<file path="src/hdl/dlpd_pkg.sv">
package dlpd_pkg;

    localparam int BUFFER_BYTES = 4096;
    localparam int HEADER_MAX   = 19;

    localparam int BYTE_W  = 8;
    localparam int LEN_W   = 13;
    localparam int CNT_W   = 5;
    localparam int PROD_W  = LEN_W + 4;
    localparam int ADDR_W  = 2;
    localparam int DATA_W  = 32;

    localparam logic [ADDR_W-1:0] ADDR_MAX_LEN = '0;

    localparam logic [BYTE_W-1:0] SEPARATOR = 8'h7C;
    localparam logic [BYTE_W-1:0] DIGIT_0   = 8'h30;
    localparam logic [BYTE_W-1:0] DIGIT_9   = 8'h39;

    localparam logic [LEN_W-1:0] LEN_SAT       = {LEN_W{1'b1}};
    localparam logic [LEN_W-1:0] LEN_BUFFER    = LEN_W'(BUFFER_BYTES);
    localparam logic [LEN_W-1:0] MAX_LEN_RESET = LEN_W'(BUFFER_BYTES - 15);
    localparam logic [CNT_W-1:0] HEADER_LIMIT  = CNT_W'(HEADER_MAX);

    typedef logic [BYTE_W-1:0] byte_t;
    typedef logic [LEN_W-1:0]  len_t;
    typedef logic [CNT_W-1:0]  cnt_t;

endpackage

</file>
<file path="src/hdl/dlpd_rx_if.sv">
interface dlpd_rx_if;

    logic            valid;
    logic            ready;
    dlpd_pkg::byte_t rx_byte;

    modport source (output valid, output rx_byte, input ready);
    modport sink (input valid, input rx_byte, output ready);

endinterface

</file>
<file path="src/hdl/dlpd_tx_if.sv">
interface dlpd_tx_if;

    logic            valid;
    logic            ready;
    dlpd_pkg::byte_t body_byte;
    logic            byte_present;
    logic            packet_last;
    logic            frame_error;

    modport source (
        output valid,
        output body_byte,
        output byte_present,
        output packet_last,
        output frame_error,
        input  ready
    );
    modport sink (
        input  valid,
        input  body_byte,
        input  byte_present,
        input  packet_last,
        input  frame_error,
        output ready
    );

endinterface

</file>
<file path="src/hdl/decimal_length_prefix_deframer.sv">
// A result is registered in the output register in the cycle after its input transfer.
// One byte per cycle unless tx stalls; one output register parts the two channels.
// Header bytes, other than an error or an empty packet, give no result.
// Reset (rst_n low, asynchronous) returns to header parsing with no result pending
// and sets max_body_length to 4081.
module decimal_length_prefix_deframer (
    input  logic                              clk,
    input  logic                              rst_n,
    dlpd_rx_if.sink                           rx,
    dlpd_tx_if.source                         tx,
    input  logic                              psel,
    input  logic                              penable,
    input  logic                              pwrite,
    input  logic [dlpd_pkg::ADDR_W-1:0]       paddr,
    input  logic [dlpd_pkg::DATA_W-1:0]       pwdata,
    output logic [dlpd_pkg::DATA_W-1:0]       prdata,
    output logic                              pready
);

    dlpd_pkg::len_t  max_len_reg;
    logic            in_body_reg;
    logic            in_body_next;
    dlpd_pkg::len_t  acc_reg;
    dlpd_pkg::len_t  acc_next;
    logic            ended_reg;
    logic            ended_next;
    dlpd_pkg::cnt_t  count_reg;
    dlpd_pkg::cnt_t  count_next;
    dlpd_pkg::len_t  remain_reg;
    dlpd_pkg::len_t  remain_next;

    logic            tx_valid_reg;
    logic            tx_valid_next;
    dlpd_pkg::byte_t tx_byte_reg;
    logic            tx_present_reg;
    logic            tx_last_reg;
    logic            tx_error_reg;

    logic            emit;
    dlpd_pkg::byte_t emit_byte;
    logic            emit_present;
    logic            emit_last;
    logic            emit_error;

    logic                          rx_fire;
    logic                          cfg_write;
    logic                          cfg_hit;
    dlpd_pkg::byte_t               b;
    dlpd_pkg::len_t                limit;
    logic [dlpd_pkg::PROD_W-1:0]   product;
    logic                          is_digit;

    assign pready    = 1'b1;
    assign cfg_hit   = (paddr == dlpd_pkg::ADDR_MAX_LEN);
    assign cfg_write = psel && penable && pwrite && cfg_hit;
    assign prdata    = cfg_hit ? {{(dlpd_pkg::DATA_W - dlpd_pkg::LEN_W){1'b0}}, max_len_reg}
                               : '0;

    assign rx.ready = !tx_valid_reg || tx.ready;
    assign rx_fire  = rx.valid && rx.ready;
    assign b        = rx.rx_byte;

    assign limit    = (max_len_reg > dlpd_pkg::LEN_BUFFER) ? dlpd_pkg::LEN_BUFFER : max_len_reg;
    assign is_digit = (b >= dlpd_pkg::DIGIT_0) && (b <= dlpd_pkg::DIGIT_9);
    assign product  = ({4'b0, acc_reg} << 3) + ({4'b0, acc_reg} << 1)
                    + dlpd_pkg::PROD_W'(b - dlpd_pkg::DIGIT_0);

    always_comb
    begin
        in_body_next = in_body_reg;
        acc_next     = acc_reg;
        ended_next   = ended_reg;
        count_next   = count_reg;
        remain_next  = remain_reg;
        emit         = 1'b0;
        emit_byte    = '0;
        emit_present = 1'b0;
        emit_last    = 1'b0;
        emit_error   = 1'b0;

        if (in_body_reg)
        begin
            emit         = 1'b1;
            emit_byte    = b;
            emit_present = 1'b1;
            if (remain_reg <= dlpd_pkg::LEN_W'(1))
            begin
                emit_last    = 1'b1;
                remain_next  = '0;
                in_body_next = 1'b0;
            end
            else
            begin
                remain_next = remain_reg - dlpd_pkg::LEN_W'(1);
            end
        end
        else if (b == dlpd_pkg::SEPARATOR)
        begin
            acc_next   = '0;
            ended_next = 1'b0;
            count_next = '0;
            if (acc_reg > limit)
            begin
                emit       = 1'b1;
                emit_error = 1'b1;
            end
            else if (acc_reg == '0)
            begin
                emit      = 1'b1;
                emit_last = 1'b1;
            end
            else
            begin
                in_body_next = 1'b1;
                remain_next  = acc_reg;
            end
        end
        else if (count_reg >= dlpd_pkg::HEADER_LIMIT)
        begin
            acc_next   = '0;
            ended_next = 1'b0;
            count_next = '0;
            emit       = 1'b1;
            emit_error = 1'b1;
        end
        else
        begin
            count_next = count_reg + dlpd_pkg::CNT_W'(1);
            if (!ended_reg && is_digit)
            begin
                if (product > dlpd_pkg::PROD_W'(dlpd_pkg::LEN_SAT))
                begin
                    acc_next = dlpd_pkg::LEN_SAT;
                end
                else
                begin
                    acc_next = product[dlpd_pkg::LEN_W-1:0];
                end
            end
            else
            begin
                ended_next = 1'b1;
            end
        end
    end

    always_comb
    begin
        if (rx_fire)
        begin
            tx_valid_next = emit;
        end
        else if (tx.ready)
        begin
            tx_valid_next = 1'b0;
        end
        else
        begin
            tx_valid_next = tx_valid_reg;
        end
    end

    always_ff @(posedge clk or negedge rst_n)
    begin
        if (!rst_n)
        begin
            max_len_reg  <= dlpd_pkg::MAX_LEN_RESET;
            in_body_reg  <= 1'b0;
            acc_reg      <= '0;
            ended_reg    <= 1'b0;
            count_reg    <= '0;
            remain_reg   <= '0;
            tx_valid_reg <= 1'b0;
        end
        else
        begin
            if (cfg_write)
            begin
                max_len_reg <= pwdata[dlpd_pkg::LEN_W-1:0];
            end
            if (rx_fire)
            begin
                in_body_reg <= in_body_next;
                acc_reg     <= acc_next;
                ended_reg   <= ended_next;
                count_reg   <= count_next;
                remain_reg  <= remain_next;
            end
            tx_valid_reg <= tx_valid_next;
        end
    end

    always_ff @(posedge clk)
    begin
        if (rx_fire && emit)
        begin
            tx_byte_reg    <= emit_byte;
            tx_present_reg <= emit_present;
            tx_last_reg    <= emit_last;
            tx_error_reg   <= emit_error;
        end
    end

    assign tx.valid        = tx_valid_reg;
    assign tx.body_byte    = tx_byte_reg;
    assign tx.byte_present = tx_present_reg;
    assign tx.packet_last  = tx_last_reg;
    assign tx.frame_error  = tx_error_reg;

    // A body in progress always has at least one byte left to forward.
    a_body_nonzero: assert property (@(posedge clk) disable iff (!rst_n)
        in_body_reg |-> (remain_reg != '0))
        else $error("body active with no bytes remaining");

    a_count_bound: assert property (@(posedge clk) disable iff (!rst_n)
        count_reg <= dlpd_pkg::HEADER_LIMIT)
        else $error("header count beyond its limit");

    a_error_clean: assert property (@(posedge clk) disable iff (!rst_n)
        tx_valid_reg |-> !(tx_error_reg && (tx_present_reg || tx_last_reg)))
        else $error("error result carries data or a last mark");

    a_body_continues: assert property (@(posedge clk) disable iff (!rst_n)
        (rx_fire && in_body_reg && (remain_reg > dlpd_pkg::LEN_W'(1))) |=> in_body_reg)
        else $error("body ended early");

endmodule
</file>
<file path="src/flat_wrapper.sv">
// flat-port wrapper written by rule: the top's interface ports become plain ports
module decimal_length_prefix_deframer_flat 
  (clk, rst_n, psel, penable, pwrite, paddr, pwdata, prdata, pready, rx_valid, rx_rx_byte, rx_ready, tx_valid, tx_body_byte, tx_byte_present, tx_packet_last, tx_frame_error, tx_ready);
  dlpd_rx_if rx_i ();
  dlpd_tx_if tx_i ();
  input  logic clk;
  input  logic rst_n;
  input  logic psel;
  input  logic penable;
  input  logic pwrite;
  input  logic [dlpd_pkg::ADDR_W-1:0] paddr;
  input  logic [dlpd_pkg::DATA_W-1:0] pwdata;
  output logic [dlpd_pkg::DATA_W-1:0] prdata;
  output logic pready;
  input wire logic [$bits(rx_i.valid)-1:0] rx_valid;
  input wire logic [$bits(rx_i.rx_byte)-1:0] rx_rx_byte;
  output wire logic [$bits(rx_i.ready)-1:0] rx_ready;
  output wire logic [$bits(tx_i.valid)-1:0] tx_valid;
  output wire logic [$bits(tx_i.body_byte)-1:0] tx_body_byte;
  output wire logic [$bits(tx_i.byte_present)-1:0] tx_byte_present;
  output wire logic [$bits(tx_i.packet_last)-1:0] tx_packet_last;
  output wire logic [$bits(tx_i.frame_error)-1:0] tx_frame_error;
  input wire logic [$bits(tx_i.ready)-1:0] tx_ready;
  assign rx_i.valid = rx_valid;
  assign rx_i.rx_byte = rx_rx_byte;
  assign rx_ready = rx_i.ready;
  assign tx_valid = tx_i.valid;
  assign tx_body_byte = tx_i.body_byte;
  assign tx_byte_present = tx_i.byte_present;
  assign tx_packet_last = tx_i.packet_last;
  assign tx_frame_error = tx_i.frame_error;
  assign tx_i.ready = tx_ready;
  decimal_length_prefix_deframer u_core (.clk(clk), .rst_n(rst_n), .rx(rx_i), .tx(tx_i), .psel(psel), .penable(penable), .pwrite(pwrite), .paddr(paddr), .pwdata(pwdata), .prdata(prdata), .pready(pready));
endmodule
</file>
<file path="config.mk">
export PLATFORM = sky130hd
export DESIGN_NAME = decimal_length_prefix_deframer_flat
export DESIGN_NICKNAME = d
export VERILOG_FILES = /design/src/hdl/dlpd_pkg.sv /design/src/hdl/dlpd_rx_if.sv /design/src/hdl/dlpd_tx_if.sv /design/src/hdl/decimal_length_prefix_deframer.sv /design/src/flat_wrapper.sv
export SDC_FILE = /design/constraint.sdc
export NUM_CORES = 1
export LEC_CHECK = 0
export BUFFER_PORTS_ARGS = -buffer_cell sky130_fd_sc_hd__buf_2
export CAP_MARGIN = 0
export CORE_AREA = 2 2 129 68
export DETAILED_ROUTE_END_ITERATION = 10
export DIE_AREA = 0 0 131 70
export GPL_ROUTABILITY_DRIVEN = 0
export GPL_TIMING_DRIVEN = 0
export HOLD_SLACK_MARGIN = 0.12
export PLACE_DENSITY_LB_ADDON = 0.08
export SYNTH_ARGS = -nofsm -noshare
export SYNTH_HDL_FRONTEND = slang
export SYNTH_SLANG_ARGS = --single-unit
export TNS_END_PERCENT = 50
</file>
<file path="constraint.sdc">
create_clock -name clk -period 5.2 [get_ports clk]
set_input_delay 0.26 -clock clk [delete_from_list [all_inputs] [get_ports clk]]
set_output_delay 0.26 -clock clk [all_outputs]
set_load 0.02 [all_outputs]
</file>
# Word level (Yosys, flattened, before mapping)
# Index checks and enable logic that the tools add are counted.
[word_totals]
out_inout_bits = 46
in_bits = 49
reg_bits = 58
[classes]
n_eq_ne = 4
order_cmp = 7
bitwise_logic = 1
addsub = 5
mux = 35
reduce_logical = 19
[op_table]
columns = ["cell", "count"]
rows = [
  ["two-way mux 13 bit", 11],
  ["two-way mux 1 bit", 22],
  ["adder 16 x 14 -> 17 bit", 1],
  ["adder 17 bit", 1],
  ["> comparator 17 x 13 -> 1 bit, second input constant", 1],
  ["> comparator 13 bit", 1],
  ["> comparator 13 bit, second input constant", 1],
  ["<= comparator 13 x 1 -> 1 bit, second input constant", 1],
  ["logical NOT 13 bit", 1],
  ["subtractor 13 x 1 -> 13 bit, second input constant", 1],
  ["two-way mux 5 bit", 2],
  ["subtractor 8 x 6 -> 9 bit, second input constant", 1],
  ["equality test 8 x 7 -> 1 bit, second input constant", 1],
  [">= comparator 8 x 6 -> 1 bit, second input constant", 1],
  ["<= comparator 8 x 6 -> 1 bit, second input constant", 1],
  ["logical AND 1 bit", 7],
  ["AND reduction 3 bit", 2],
  ["adder 5 x 1 -> 5 bit, second input constant", 1],
  [">= comparator 5 bit, second input constant", 1],
  ["!= test 2 x 1 -> 1 bit, second input constant", 2],
  ["AND reduction 4 bit", 1],
  ["nonzero test 2 bit", 2],
  ["!= test 3 x 1 -> 1 bit, second input constant", 1],
  ["nonzero test 3 bit", 1],
  ["5 further kinds", 6],
]

# Longest topological paths before layout
# Gate-level depths: netlist of run 1.
[depth]
depth_word = 7
depth_mapped = 14
depth_no_buf = 12

# Least setup slack after synthesis of run 1
# No wires, ideal clock.
[synth_path]
kind = "input to register"
start = "input port rx_rx_byte[4]"
end = "register u_core.acc_reg[3]"
required_ns = 5.062
path_buffers = 1
path_slack_ns = 1.818
stages = 12
setup_ns = 0.138
t_arrival_ns = 3.244
path_cell_list = "ha_1 -> nor3_1 -> fa_1 -> ha_1 -> o21ai_0 -> nand2b_1 -> a221o_1 -> a21oi_1 -> a41oi_1 -> nand2_1 -> buf_4 -> o2111ai_1"
[synth_via]
elab_chain_cells = 7
word_cells_on_any_way = 14
[synth_rtl]
columns = ["item", "line", "text"]
rows = [
  ["start, declared", "flat_wrapper.sv:16", "input wire logic [$bits(rx_i.rx_byte)-1:0] rx_rx_byte;"],
  ["subtractor 8 x 6 -> 9 bit", "decimal_length_prefix_deframer.sv:66", "+ dlpd_pkg::PROD_W'(b - dlpd_pkg::DIGIT_0);"],
  ["adder 17 bit", "decimal_length_prefix_deframer.sv:66", ""],
  ["> comparator 17 x 13 -> 1 bit", "decimal_length_prefix_deframer.sv:131", "if (product > dlpd_pkg::PROD_W'(dlpd_pkg::LEN_SAT))"],
  ["two-way mux 13 bit", "decimal_length_prefix_deframer.sv:131", ""],
  ["two-way mux 13 bit", "decimal_length_prefix_deframer.sv:129", "if (!ended_reg && is_digit)"],
  ["two-way mux 13 bit", "decimal_length_prefix_deframer.sv:118", "else if (count_reg >= dlpd_pkg::HEADER_LIMIT)"],
  ["two-way mux 13 bit", "decimal_length_prefix_deframer.sv:97", "else if (b == dlpd_pkg::SEPARATOR)"],
  ["end signal, assigned", "decimal_length_prefix_deframer.sv:184", "acc_reg <= acc_next;"],
  ["end, declared", "decimal_length_prefix_deframer.sv:23", "dlpd_pkg::len_t acc_reg;"],
]
# Several ways; a longest one is shown, not always the timed one. The select of a mux whose other input is x is not followed.
# A chain may end at the register's enable or synchronous reset.

# Worst setup path after layout of run 1
[layout_path]
start = "register u_core.max_len_reg[12]"
end = "register u_core.tx_byte_reg[4] (netlist: u_core.tx.body_byte[4]) (enable)"
[layout_via]
elab_chain_cells = 7
[layout_rtl]
columns = ["item", "line", "text"]
rows = [
  ["start, declared", "decimal_length_prefix_deframer.sv:20", "dlpd_pkg::len_t max_len_reg;"],
  ["start signal, assigned", "decimal_length_prefix_deframer.sv:167", "max_len_reg <= dlpd_pkg::MAX_LEN_RESET;"],
  ["start signal, assigned", "decimal_length_prefix_deframer.sv:179", "max_len_reg <= pwdata[dlpd_pkg::LEN_W-1:0];"],
  ["> comparator 13 bit", "decimal_length_prefix_deframer.sv:63", "assign limit = (max_len_reg > dlpd_pkg::LEN_BUFFER) ? dlpd_pkg::LEN_BUFFER : max_len_reg;"],
  ["two-way mux 13 bit *", "decimal_length_prefix_deframer.sv:63", ""],
  ["> comparator 13 bit *", "decimal_length_prefix_deframer.sv:102", "if (acc_reg > limit)"],
  ["two-way mux 1 bit *", "decimal_length_prefix_deframer.sv:102", ""],
  ["two-way mux 1 bit *", "decimal_length_prefix_deframer.sv:97", ""],
  ["two-way mux 1 bit *", "decimal_length_prefix_deframer.sv:81", "if (in_body_reg)"],
  ["logical AND 1 bit *", "decimal_length_prefix_deframer.sv:195", "if (rx_fire && emit)"],
  ["end signal, assigned", "decimal_length_prefix_deframer.sv:197", "tx_byte_reg <= emit_byte;"],
  ["end, declared", "decimal_length_prefix_deframer.sv:34", "dlpd_pkg::byte_t tx_byte_reg;"],
]
# Every way passes the cells marked *; elsewhere a longest branch is shown, timed or not.

==> metrics.yaml, run 1 <==
synth:
  synth-main-ff-cell: "dfrtp_1"
  synth-seq-cells: 58
  synthTopCellsByCount: "nand2_1 (42), dfrtp_1 (38), nor2_1 (38), ha_1 (35)"
  async_flop_share_pct: 81.0
  netlist_instances: 489
  synth_mux_area_share_pct: 3.55
  synth_adder_area_share_pct: 15.4
  synth_xor_area_share_pct: 1.99
  yosysUniqueCellTypes: 58
  synth_most_common_cell: "nand2_1"
  synth_area_leaders: "dfrtp_1 (22%), ha_1 (9.9%), edfxtp_1 (7.5%)"
  synth_area_leader_cell: "dfrtp_1"
  syn_avg_cell_area_um2: 9.02
  synth_compound_area_share_pct: 16.5
  netlist.area_leader.share_pct: 21.6
  mappedNetlistArea_um2: 4410
  yosys_warnings: 0
  synth-simple-area-share_pct: 19.9
  seq_area_frac_synth_pct: 34.4
  synth_top_family_by_area: "simple AND/OR/NAND/NOR gates"
  synth_edf_count: 11
clocking:
  path_clk_slew_ns: 0.06
  cts_tree: "yes"
  cts_sinks: 58
  cts_resized: 0
  hold_buffers: 0
  clk_latency_ns: 0.33
  ctsHtreeMaxLevel: 3
  cts_max_path_buffers: 2
  clock_tree.root_cell: "clkbuf_16"
  cts_setup_buffers: 0
  cts_made_buffers: 9
setup_path:
  cp.arrival_ns: 3.64
  start_kind: "flop"
  r2r_slack_ns: 1.51
  path_max_fanout: 11
  critPathTopFamily: "simple AND/OR/NAND/NOR gates"
  critPathSlowestCell: "nor2_1"
  critPathKind: "reg2reg"
  endpoint_kind: "flop"
  path_cells: "inv_1 > clkbuf_1 > nand2_1 > ha_1 > nand4_1 > nor2_1 > o31ai_1 > a21oi_1 > nand3b_1 > a21oi_1 > nor2_1"
  required_ns: 5.16
  max_stage_delay_ns: 0.68
  cp_num_buf_inv: 2
cells_and_area:
  layoutNonFillerInstCount: 695
  area_growth_pct: 17.4
  layout-drive-gt1-share_pct: 22.3
  fillers: 725
  fin_area_um2: 5170
  utilization_pct: 62.7
  fin_nets: 669
  num_antenna_cells: 0
sta:
  finalCriticalPeriod_ns: 3.69
  slew_headroom_pct: 29.6
  timing.fmax_ghz: 0.271
  max_slew.worst_pin.slew_ns: 1.06
  hold_viol: 0
  rsz0062_at_grt: "no"
  tns_ns: 0
  fin_worst_skew_ns: 0.00589
  finalSetupViolations: 0
  finalCritPeriodShare_pct: 70.9
  drv_slew: 0
route:
  wire_per_inst_um: 16.2
  ant_nets: 0
  drtIter0Drc: 392
  num_vias: 3887
  drc: 0
  finalWirelength_um: 11300
  viasPerCell: 5.59
  drt-pass1-iter-count: 6
grt:
  antenna_found_initial: 0
  grt_pass1_wl_um: 19100
  grt_use_total_pct: 27.1
  grt_pass1_vias: 3727
  grt_max_degree: 48
  globalRouteOverflowTotal: 0
pwr:
  swShare_pct: 44.3
  power_frac_clock_pct: 20.1
  power.switching_uw: 1180
  combPwrFrac_pct: 50.1
  max-vdd-ir-drop_mv: 0.205
  leakage_uw: 0.00250
  p_int_uw: 1480
  p_per_area_nw_per_um2: 515
  power.share.sequential_pct: 29.9
place:
  dp_hpwl_um: 8600
  numPlacedInstances: 679
  placed_area_um2: 4900
  io_buffers: 55
floorplanning:
  die-area_um2: 9170
  start_util_pct: 53.4
  die_height_um: 70
  core_area_um2: 8260
  rows: 24
  die_w_um: 131
  ios: 95
min_path:
  hold_class: "in2async"
job:
  max-cap-violations: 0
status:
  status: "finished, final reports clean"
final timing paths:
| check | from | end | cells after the start |
|---|---|---|---|
| max in group asynchronous | rst_n | u_core.acc_reg[6] | 1 |
| setup / recovery | u_core.max_len_reg[12] | u_core.tx.body_byte[4] | 11 |
| setup reg to reg | u_core.max_len_reg[12] | u_core.tx.body_byte[4] | 11 |
| hold reg to reg | u_core.in_body_reg | u_core.tx.byte_present | 0 |
| min in group clk | pwdata[3] | u_core.max_len_reg[3] | 2 |
| hold / removal | rst_n | u_core.remain_reg[4] | 1 |
cell usage in the layout (no fill, tap or decap), drive strengths merged, types with 3 or more instances in the layout:
master / instances
nand3: 21
fa: 12
a22oi: 8
conb: 20
a32oi: 3
o211ai: 3
inv: 32
clkinv: 4
nand2b: 8
ha: 35
dfstp: 9
clkbuf: 17
xnor2: 8
nor2: 39
mux2: 13
and2: 23
nand4: 4
nand2: 42
nor3: 17
a21oi: 33
buf: 83
a31oi: 3
o21ai: 33
clkinvlp: 3
a21o: 3
o41ai: 3
or3: 3
dfrtp: 38
edfxtp: 11
nor4: 10
o21a: 4
kinds of logic (layout without fill, tap and decap cells):
| logic type | Yosys count | count (layout) |
|---|---|---|
| AOI/OAI and AO/OA | 113 | 113 |
| xor gates and xnor gates | 10 | 10 |
| adders and majority gates | 47 | 47 |
| buffers and inverters | 68 | 139 |
| DFF | 58 | 58 |
| muxes | 14 | 14 |
| other | 2 | 20 |
| and+or+nand+nor | 177 | 177 |
final cells by class:
type	count	area [µm²]	share of cell area [%]
Tap cell	117	146	2.83
Clock buffer	9	225	4.35
Timing Repair Buffer	55	275	5.32
Sequential cell	58	1520	29.3
Inverter	32	120	2.32
Clock inverter	7	46.3	0.895
Buffer	36	236	4.57
Multi-Input combinational cell	381	2610	50.4
through the flow:
| stage | power [µW] | worst slack (ns) | hold slack [ns] |
|---|---|---|---|
| global placement | 2050 | 1.06 | 0.463 |
| global route | 2910 | 1.19 | 0.156 |
| CTS | 2650 | 1.30 | 0.149 |
| floorplan | 1740 | 1.82 | -0.0356 |
| finish | 2670 | 1.51 | 0.119 |
| detailed placement | 2110 | 0.932 | 0.465 |
layer usage:
metal  track usage, %  wire [µm]
met1             42.4       5590
met2             36.9       4730
met3             7.36        835
met4             6.38        127
met5                0          0
power by group through the flow:
stage | registers [µW] | clock network [µW] | logic, µW
5_1_grt | 815 | 566 | 1530
3_5_place_dp | 796 | 0 | 1310
6_report | 796 | 535 | 1330
4_1_cts | 790 | 542 | 1320
3_3_place_gp | 791 | 0 | 1260
2_1_floorplan | 755 | 0 | 986
Power figures use the tool's default switching activity.
==> inputs of run 2 (changes only) <==
--- a/config.mk
+++ b/config.mk
@@ -5,11 +5,12 @@
 export SDC_FILE = /design/constraint.sdc
 export NUM_CORES = 1
 export LEC_CHECK = 0
+export ABC_AREA = 1
 export BUFFER_PORTS_ARGS = -buffer_cell sky130_fd_sc_hd__buf_2
 export CAP_MARGIN = 0
-export CORE_AREA = 2 2 129 68
+export CORE_AREA = 2 2 141 74
 export DETAILED_ROUTE_END_ITERATION = 10
-export DIE_AREA = 0 0 131 70
+export DIE_AREA = 0 0 143 76
 export GPL_ROUTABILITY_DRIVEN = 0
 export GPL_TIMING_DRIVEN = 0
 export HOLD_SLACK_MARGIN = 0.12
==> constraint.sdc (replaced) <==
create_clock -name clk -period 3.3 [get_ports clk]
set_input_delay 0.165 -clock clk [delete_from_list [all_inputs] [get_ports clk]]
set_output_delay 0.165 -clock clk [all_outputs]
set_load 0.02 [all_outputs]
==> metrics.yaml, run 2 <==
synth:
  synth_adder_area_share_pct: 14.1  # -1.3 points
  synth_edf_count: 11  # unchanged
  yosys_warnings: 0  # unchanged
  mappedNetlistArea_um2: 4800  # +9.0%
  netlist.area_leader.share_pct: 19.8  # -1.8 points
  synth-simple-area-share_pct: 29.7  # +9.8 points
  syn_avg_cell_area_um2: 7.25  # -20%
  synth_area_leader_cell: "dfrtp_1"
  synth_compound_area_share_pct: 7.79  # -8.8 points
  synth-main-ff-cell: "dfrtp_1"
  yosysUniqueCellTypes: 39  # -33%
  synthTopCellsByCount: "nand2_1 (178), inv_1 (99), nor2_1 (72), dfrtp_1 (38), nand3_1 (38)"
  synth_mux_area_share_pct: 0  # -3.5 points
  seq_area_frac_synth_pct: 31.6  # -2.8 points
  netlist_instances: 663  # +36%
  synth_most_common_cell: "nand2_1"
  synth_area_leaders: "dfrtp_1 (20%), nand2_1 (14%), ha_1 (9.1%)"
  synth-seq-cells: 58  # unchanged
  synth_xor_area_share_pct: 3.28  # +1.3 points
  synth_top_family_by_area: "simple AND/OR/NAND/NOR gates"
  async_flop_share_pct: 81.0  # unchanged
place:
  dp_hpwl_um: 9650  # +12%
  io_buffers: 55  # unchanged
cells_and_area:
  final_cell_mix: "nand2_1 (177), inv_1 (98), nor2_1 (71)"
  num_antenna_cells: 0  # unchanged
  fin_nets: 860  # +29%
  area_growth_pct: 22.2
  layout-drive-gt1-share_pct: 18.3  # -4.0 points
  utilization_pct: 60.0  # -2.7 points
  final_common_cell: "nand2_1"
grt:
  grt_use_total_pct: 23.4  # -3.7 points
  grt_max_degree: 48  # unchanged
  grt_pass1_wl_um: 20200  # +6.1%
  grt_pass1_vias: 4121  # +11%
  antenna_found_initial: 0  # unchanged
  globalRouteOverflowTotal: 0  # unchanged
setup_path:
  path_cells: "nor4_2 > a31oi_1 > inv_2 > nand2_1 > ha_1 > nand4_1 > nor2_1 > nand4_1 > nand2_1 > nand3_1 > nand2_1 > nand2_1 > nand2_2 > clkinvlp_4"
  critPathKind: "reg2reg"
  path_common_cell: "nand2_1"
  r2r_slack_ns: 0.27  # -1.24 ns
  endpoint_kind: "flop"
  max_stage_delay_ns: 0.38  # -0.30 ns
  start_kind: "flop"
  cp.arrival_ns: 3.08  # -0.56 ns
  required_ns: 3.35  # -1.81 ns
  critPathSlowestCell: "dfstp_2"
  path_max_fanout: 6  # -5
clocking:
  cts_tree: "yes"
  cts_max_path_buffers: 2  # unchanged
  clock_tree.root_cell: "clkbuf_16"
  ctsHtreeMaxLevel: 3  # unchanged
  cts_sinks: 58  # unchanged
  clk_latency_ns: 0.32  # about the same
  path_clk_slew_ns: 0.05  # about the same
  cts_made_buffers: 9  # unchanged
floorplanning:
  ios: 95  # unchanged
  start_util_pct: 49.1  # -4.3 points
  die_w_um: 143  # +9.2%
  die-area_um2: 10900  # +19%
  core_area_um2: 9790  # +19%
  die_height_um: 76  # +8.6%
  rows: 26  # +8.3%
route:
  drc: 0  # unchanged
  drt-pass1-iter-count: 5  # -1
  finalWirelength_um: 12200  # +8.0%
  viasPerCell: 4.84  # -14%
  ant_nets: 0  # unchanged
  wire_per_inst_um: 13.4  # -17%
  drtIter0Drc: 332  # -15%
  num_vias: 4397  # +13%
sta:
  fin_worst_skew_ns: 0.00413  # -0.00177 ns
  slew_headroom_pct: 26.0  # -3.5 points
  finalSetupViolations: 0  # unchanged
  drv_slew: 0  # unchanged
  finalCritPeriodShare_pct: 91.8  # +21 points
  hold_viol: 0  # unchanged
  rsz0062_at_grt: "no"
  timing.fmax_ghz: 0.330  # +22%
  max_slew.worst_pin.slew_ns: 1.11  # +0.0528 ns
  finalCriticalPeriod_ns: 3.03  # -0.658 ns
pwr:
  max-vdd-ir-drop_mv: 0.343  # +67%
  total_power_uw: 4720  # +77%
  p_per_area_nw_per_um2: 805  # +56%
  leakage_uw: 0.00321  # +28%
status:
  status: "finished, final reports clean"
job:
  max-cap-violations: 0  # unchanged
min_path:
  hold_class: "in2reg"
==> run 2: repair_timing <==
action,CTS,global route
gates resized for setup,0,8
endpoints found under the setup margin,0,29
hold endpoints to repair,52,0
hold buffers,15,0
buffers inserted,0,1
==> run 2: final cells by class <==
cell class | count | area, µm²
Fill cell | 894 | 3920
Multi-Input combinational cell | 483 | 2730
Sequential cell | 58 | 1520
Timing Repair Buffer | 71 | 433
Inverter | 108 | 409
Buffer | 32 | 238
Clock buffer | 10 | 229
Tap cell | 140 | 175
Clock inverter | 6 | 129
Timing Repair inverter | 1 | 7.51
==> run 2: worst max-delay path: cells and delay by family (launching register included) <==
family	cells	cell delay, ns
AO/OA/AOI/OAI	1	0.20
adder cells (fa/ha/maj)	1	0.30
buffers and inverters	2	0.33
flip-flops	1	0.38
AND/OR/NAND/NOR	10	1.54
==> run 2: cell families (layout without fill, tap and decap cells) <==
family	after synthesis	after routing
compound gates	67	67
xor+xnor	18	18
fa+ha+maj	47	47
buf+inv	140	228
flops	58	58
other cells	2	20
simple gates	331	331
==> run 2: power by group <==
part	switching (µW)	internal, µW
Sequential	219	918
Combinational	1520	935
Clock	319	810
Total	2060	2660
==> run 2: metrics by stage <==
step                      setup slack [ns]  TNS [ns]  hold WS [ns]  area (µm²)  std cells
after floorplan                      0.465         0        -0.131        4870        681
after global routing                0.0263         0         0.161        5870        909
after global placement              -0.257     -2.73         0.399        5320        876
after detailed placement            -0.320     -3.59         0.404        5320        876
after CTS                          0.00956         0         0.143        5830        907
final                                0.271         0         0.154        5870        909
==> run 2: routing by layer <==
metal / routed length, µm / track usage (%)
met5: 0 / 0
met4: 80 / 4.16
met3: 932 / 5.34
met2: 4740 / 31.9
met1: 6430 / 37.6
==> run 2: worst paths after layout <==
kind	cells after the start	start	to
hold / removal	3	rx_rx_byte[5]	u_core.tx.body_byte[5]
hold reg to reg	2	u_core.remain_reg[1]	u_core.remain_reg[1]
setup reg to reg	14	u_core.max_len_reg[11]	u_core.tx.body_byte[4]
max in group asynchronous	2	rst_n	u_core.remain_reg[10]
setup / recovery	14	u_core.max_len_reg[11]	u_core.tx.body_byte[4]
min in group asynchronous	2	rst_n	u_core.count_reg[3]
==> inputs of run 3 (changes only) <==
--- a/config.mk
+++ b/config.mk
@@ -8,9 +8,9 @@
 export ABC_AREA = 1
 export BUFFER_PORTS_ARGS = -buffer_cell sky130_fd_sc_hd__buf_2
 export CAP_MARGIN = 0
-export CORE_AREA = 2 2 141 74
+export CORE_AREA = 2 2 77 134
 export DETAILED_ROUTE_END_ITERATION = 10
-export DIE_AREA = 0 0 143 76
+export DIE_AREA = 0 0 79 136
 export GPL_ROUTABILITY_DRIVEN = 0
 export GPL_TIMING_DRIVEN = 0
 export HOLD_SLACK_MARGIN = 0.12
==> metrics.yaml, run 3 (synthesized netlist as in run 2, its figures left out) <==
place:
  dp_hpwl_um: 9230  # -4.4%
  dp_slack_ns: -0.192  # +0.128 ns
  io_buffers: 55  # unchanged
route:
  wire_per_inst_um: 12.8  # -4.2%
  drt-pass1-iter-count: 4  # -1
  finalWirelength_um: 11500  # -6.0%
  drc: 0  # unchanged
  ant_nets: 0  # unchanged
  num_vias: 4319  # -1.8%
  viasPerCell: 4.84  # about the same
  drtIter0Drc: 167  # -50%
sta:
  hold_viol: 0  # unchanged
  fin_worst_skew_ns: 0.00794  # +0.00381 ns
  finalCritPeriodShare_pct: 90.5  # -1.3 points
  rsz0062_at_grt: "yes"
  slew_headroom_pct: 31.2  # +5.1 points
  whs_ns: 0.137  # -0.0166 ns
  finalSetupViolations: 0  # unchanged
  timing.fmax_ghz: 0.335  # +1.4%
  drv_slew: 0  # unchanged
  finalCriticalPeriod_ns: 2.99  # -0.0421 ns
  fin_ws_ns: 0.313  # +0.0421 ns
  max_slew.worst_pin.slew_ns: 1.03  # -0.0768 ns
  tns_ns: 0  # unchanged
cells_and_area:
  fillers: 961  # +7.5%
  fin_nets: 858  # -0.23%
  final_cell_mix: "nand2_1 (178), inv_1 (99), nor2_1 (71)"
  num_antenna_cells: 0  # unchanged
  layout-drive-gt1-share_pct: 17.6  # -0.73 points
  final_common_cell: "nand2_1"
  area_growth_pct: 20.2
floorplanning:
  die_w_um: 79  # -45%
  die_height_um: 136  # +79%
  rows: 48  # +85%
  start_util_pct: 49.4  # +0.32 points
  die-area_um2: 10700  # -1.1%
  ios: 95  # unchanged
  core_area_um2: 9730  # -0.64%
setup_path:
  path_max_fanout: 11  # +5
  cp.arrival_ns: 2.96  # -0.12 ns
  critPathKind: "reg2reg"
  start_kind: "flop"
  endpoint_kind: "flop"
  reg2regPathDepth: 17  # +3
  required_ns: 3.27  # -0.08 ns
  startpoint: "u_core.max_len_reg[11]"
  r2r_start: "u_core.max_len_reg[11]"
clocking:
  clk_latency_ns: 0.33  # about the same
  ctsHtreeMaxLevel: 3  # unchanged
  cts_max_path_buffers: 2  # unchanged
  cts_sinks: 58  # unchanged
  cts_tree: "yes"
  clock_tree.root_cell: "clkbuf_16"
  cts_made_buffers: 9  # unchanged
  path_clk_slew_ns: 0.05  # about the same
  cts_setup_buffers: 0  # unchanged
job:
  max-cap-violations: 0  # unchanged
grt:
  grt_max_degree: 48  # unchanged
  grt_pass1_vias: 4269  # +3.6%
  grt_pass1_wl_um: 19400  # -4.3%
  grt_use_total_pct: 23.0  # -0.41 points
  globalRouteOverflowTotal: 0  # unchanged
  antenna_found_initial: 0  # unchanged
min_path:
  hp-start: "rx_rx_byte[5]"
  hold_class: "in2reg"
  whs_path_depth: 3  # unchanged
pwr:
  leakage_uw: 0.00319  # -0.55%
  p_per_area_nw_per_um2: 778  # -3.2%
  total_power_uw: 4490  # -4.9%
  max-vdd-ir-drop_mv: 0.450  # +31%
status:
  status: "finished, final reports clean"
run 3: changes by cell type in the layout (fill, tap and decap cells not counted), sizes merged:
cell | before | now
buf | 83 | 82
bufinv | 4 | 1
clkbuf | 15 | 17
clkinv | 3 | 5
clkinvlp | 2 | 0
run 3: worst paths after layout:
kind                                     endpoint  slack (ns)
max                        u_core.tx.body_byte[6]        0.31
min                        u_core.tx.body_byte[5]        0.14
max reg2reg                u_core.tx.body_byte[6]        0.31
min reg2reg                 u_core.max_len_reg[8]        0.49
max in group asynchronous     u_core.count_reg[2]        2.09
min in group asynchronous     u_core.count_reg[1]        0.56
run 3: routing by layer:
layer | vias to the layer above | wire (µm) | GRT usage (%)
met5 | - | 0 | 0
met4 | 0 | 250 | 8.43
met3 | 18 | 361 | 3.52
met2 | 84 | 6490 | 45.5
met1 | 1969 | 4360 | 23.6
li1 | 2248 | - | -
run 3: repair_timing:
item                                    4_1_cts  5_1_grt
hold buffers                                 15        0
endpoints found under the setup margin        0       22
resized for setup                             0        1
hold endpoints to repair                     52        0
run 3: area by class of cell:
class | instances | area [µm²] | share of cell area [%]
inverter | 108 | 405 | 7.02
tap | 125 | 156 | 2.71
multi-input combinational | 483 | 2710 | 47.0
buffer | 32 | 238 | 4.12
timing repair buffer | 70 | 425 | 7.37
clock buffer | 12 | 268 | 4.64
sequential | 58 | 1520 | 26.3
clock inverter | 4 | 48.8 | 0.845
run 3: worst max-delay path: stages, from the launching register on:
cell and delay [ns]:
dfstp_2 0.37, nor4_1 0.36, a31oi_1 0.16, clkinv_1 0.17
nand2_1 0.07, ha_1 0.29, nand2_1 0.05, inv_1 0.07
nand3_1 0.07, nor2_1 0.13, nand2_1 0.07, nand2_1 0.09
nand2_1 0.10, nand3_1 0.10, nand2_1 0.06, nand2_1 0.06
nand2_1 0.07, inv_1 0.33
run 3: stage by stage:
stage	cell area [µm²]	std cells	util, %
floorplan	4870	681	-
global placement	5300	861	54.5
detailed placement	5300	861	54.5
CTS	5770	892	59.3
global route	5770	892	59.3
finish	5770	892	59.3
run 3: power by group:
part	internal, µW	switching [µW]	leakage [µW]
registers	917	234	0.000696
logic	927	1450	0.00233
clock network	648	314	0.000158
total	2490	2000	0.00319
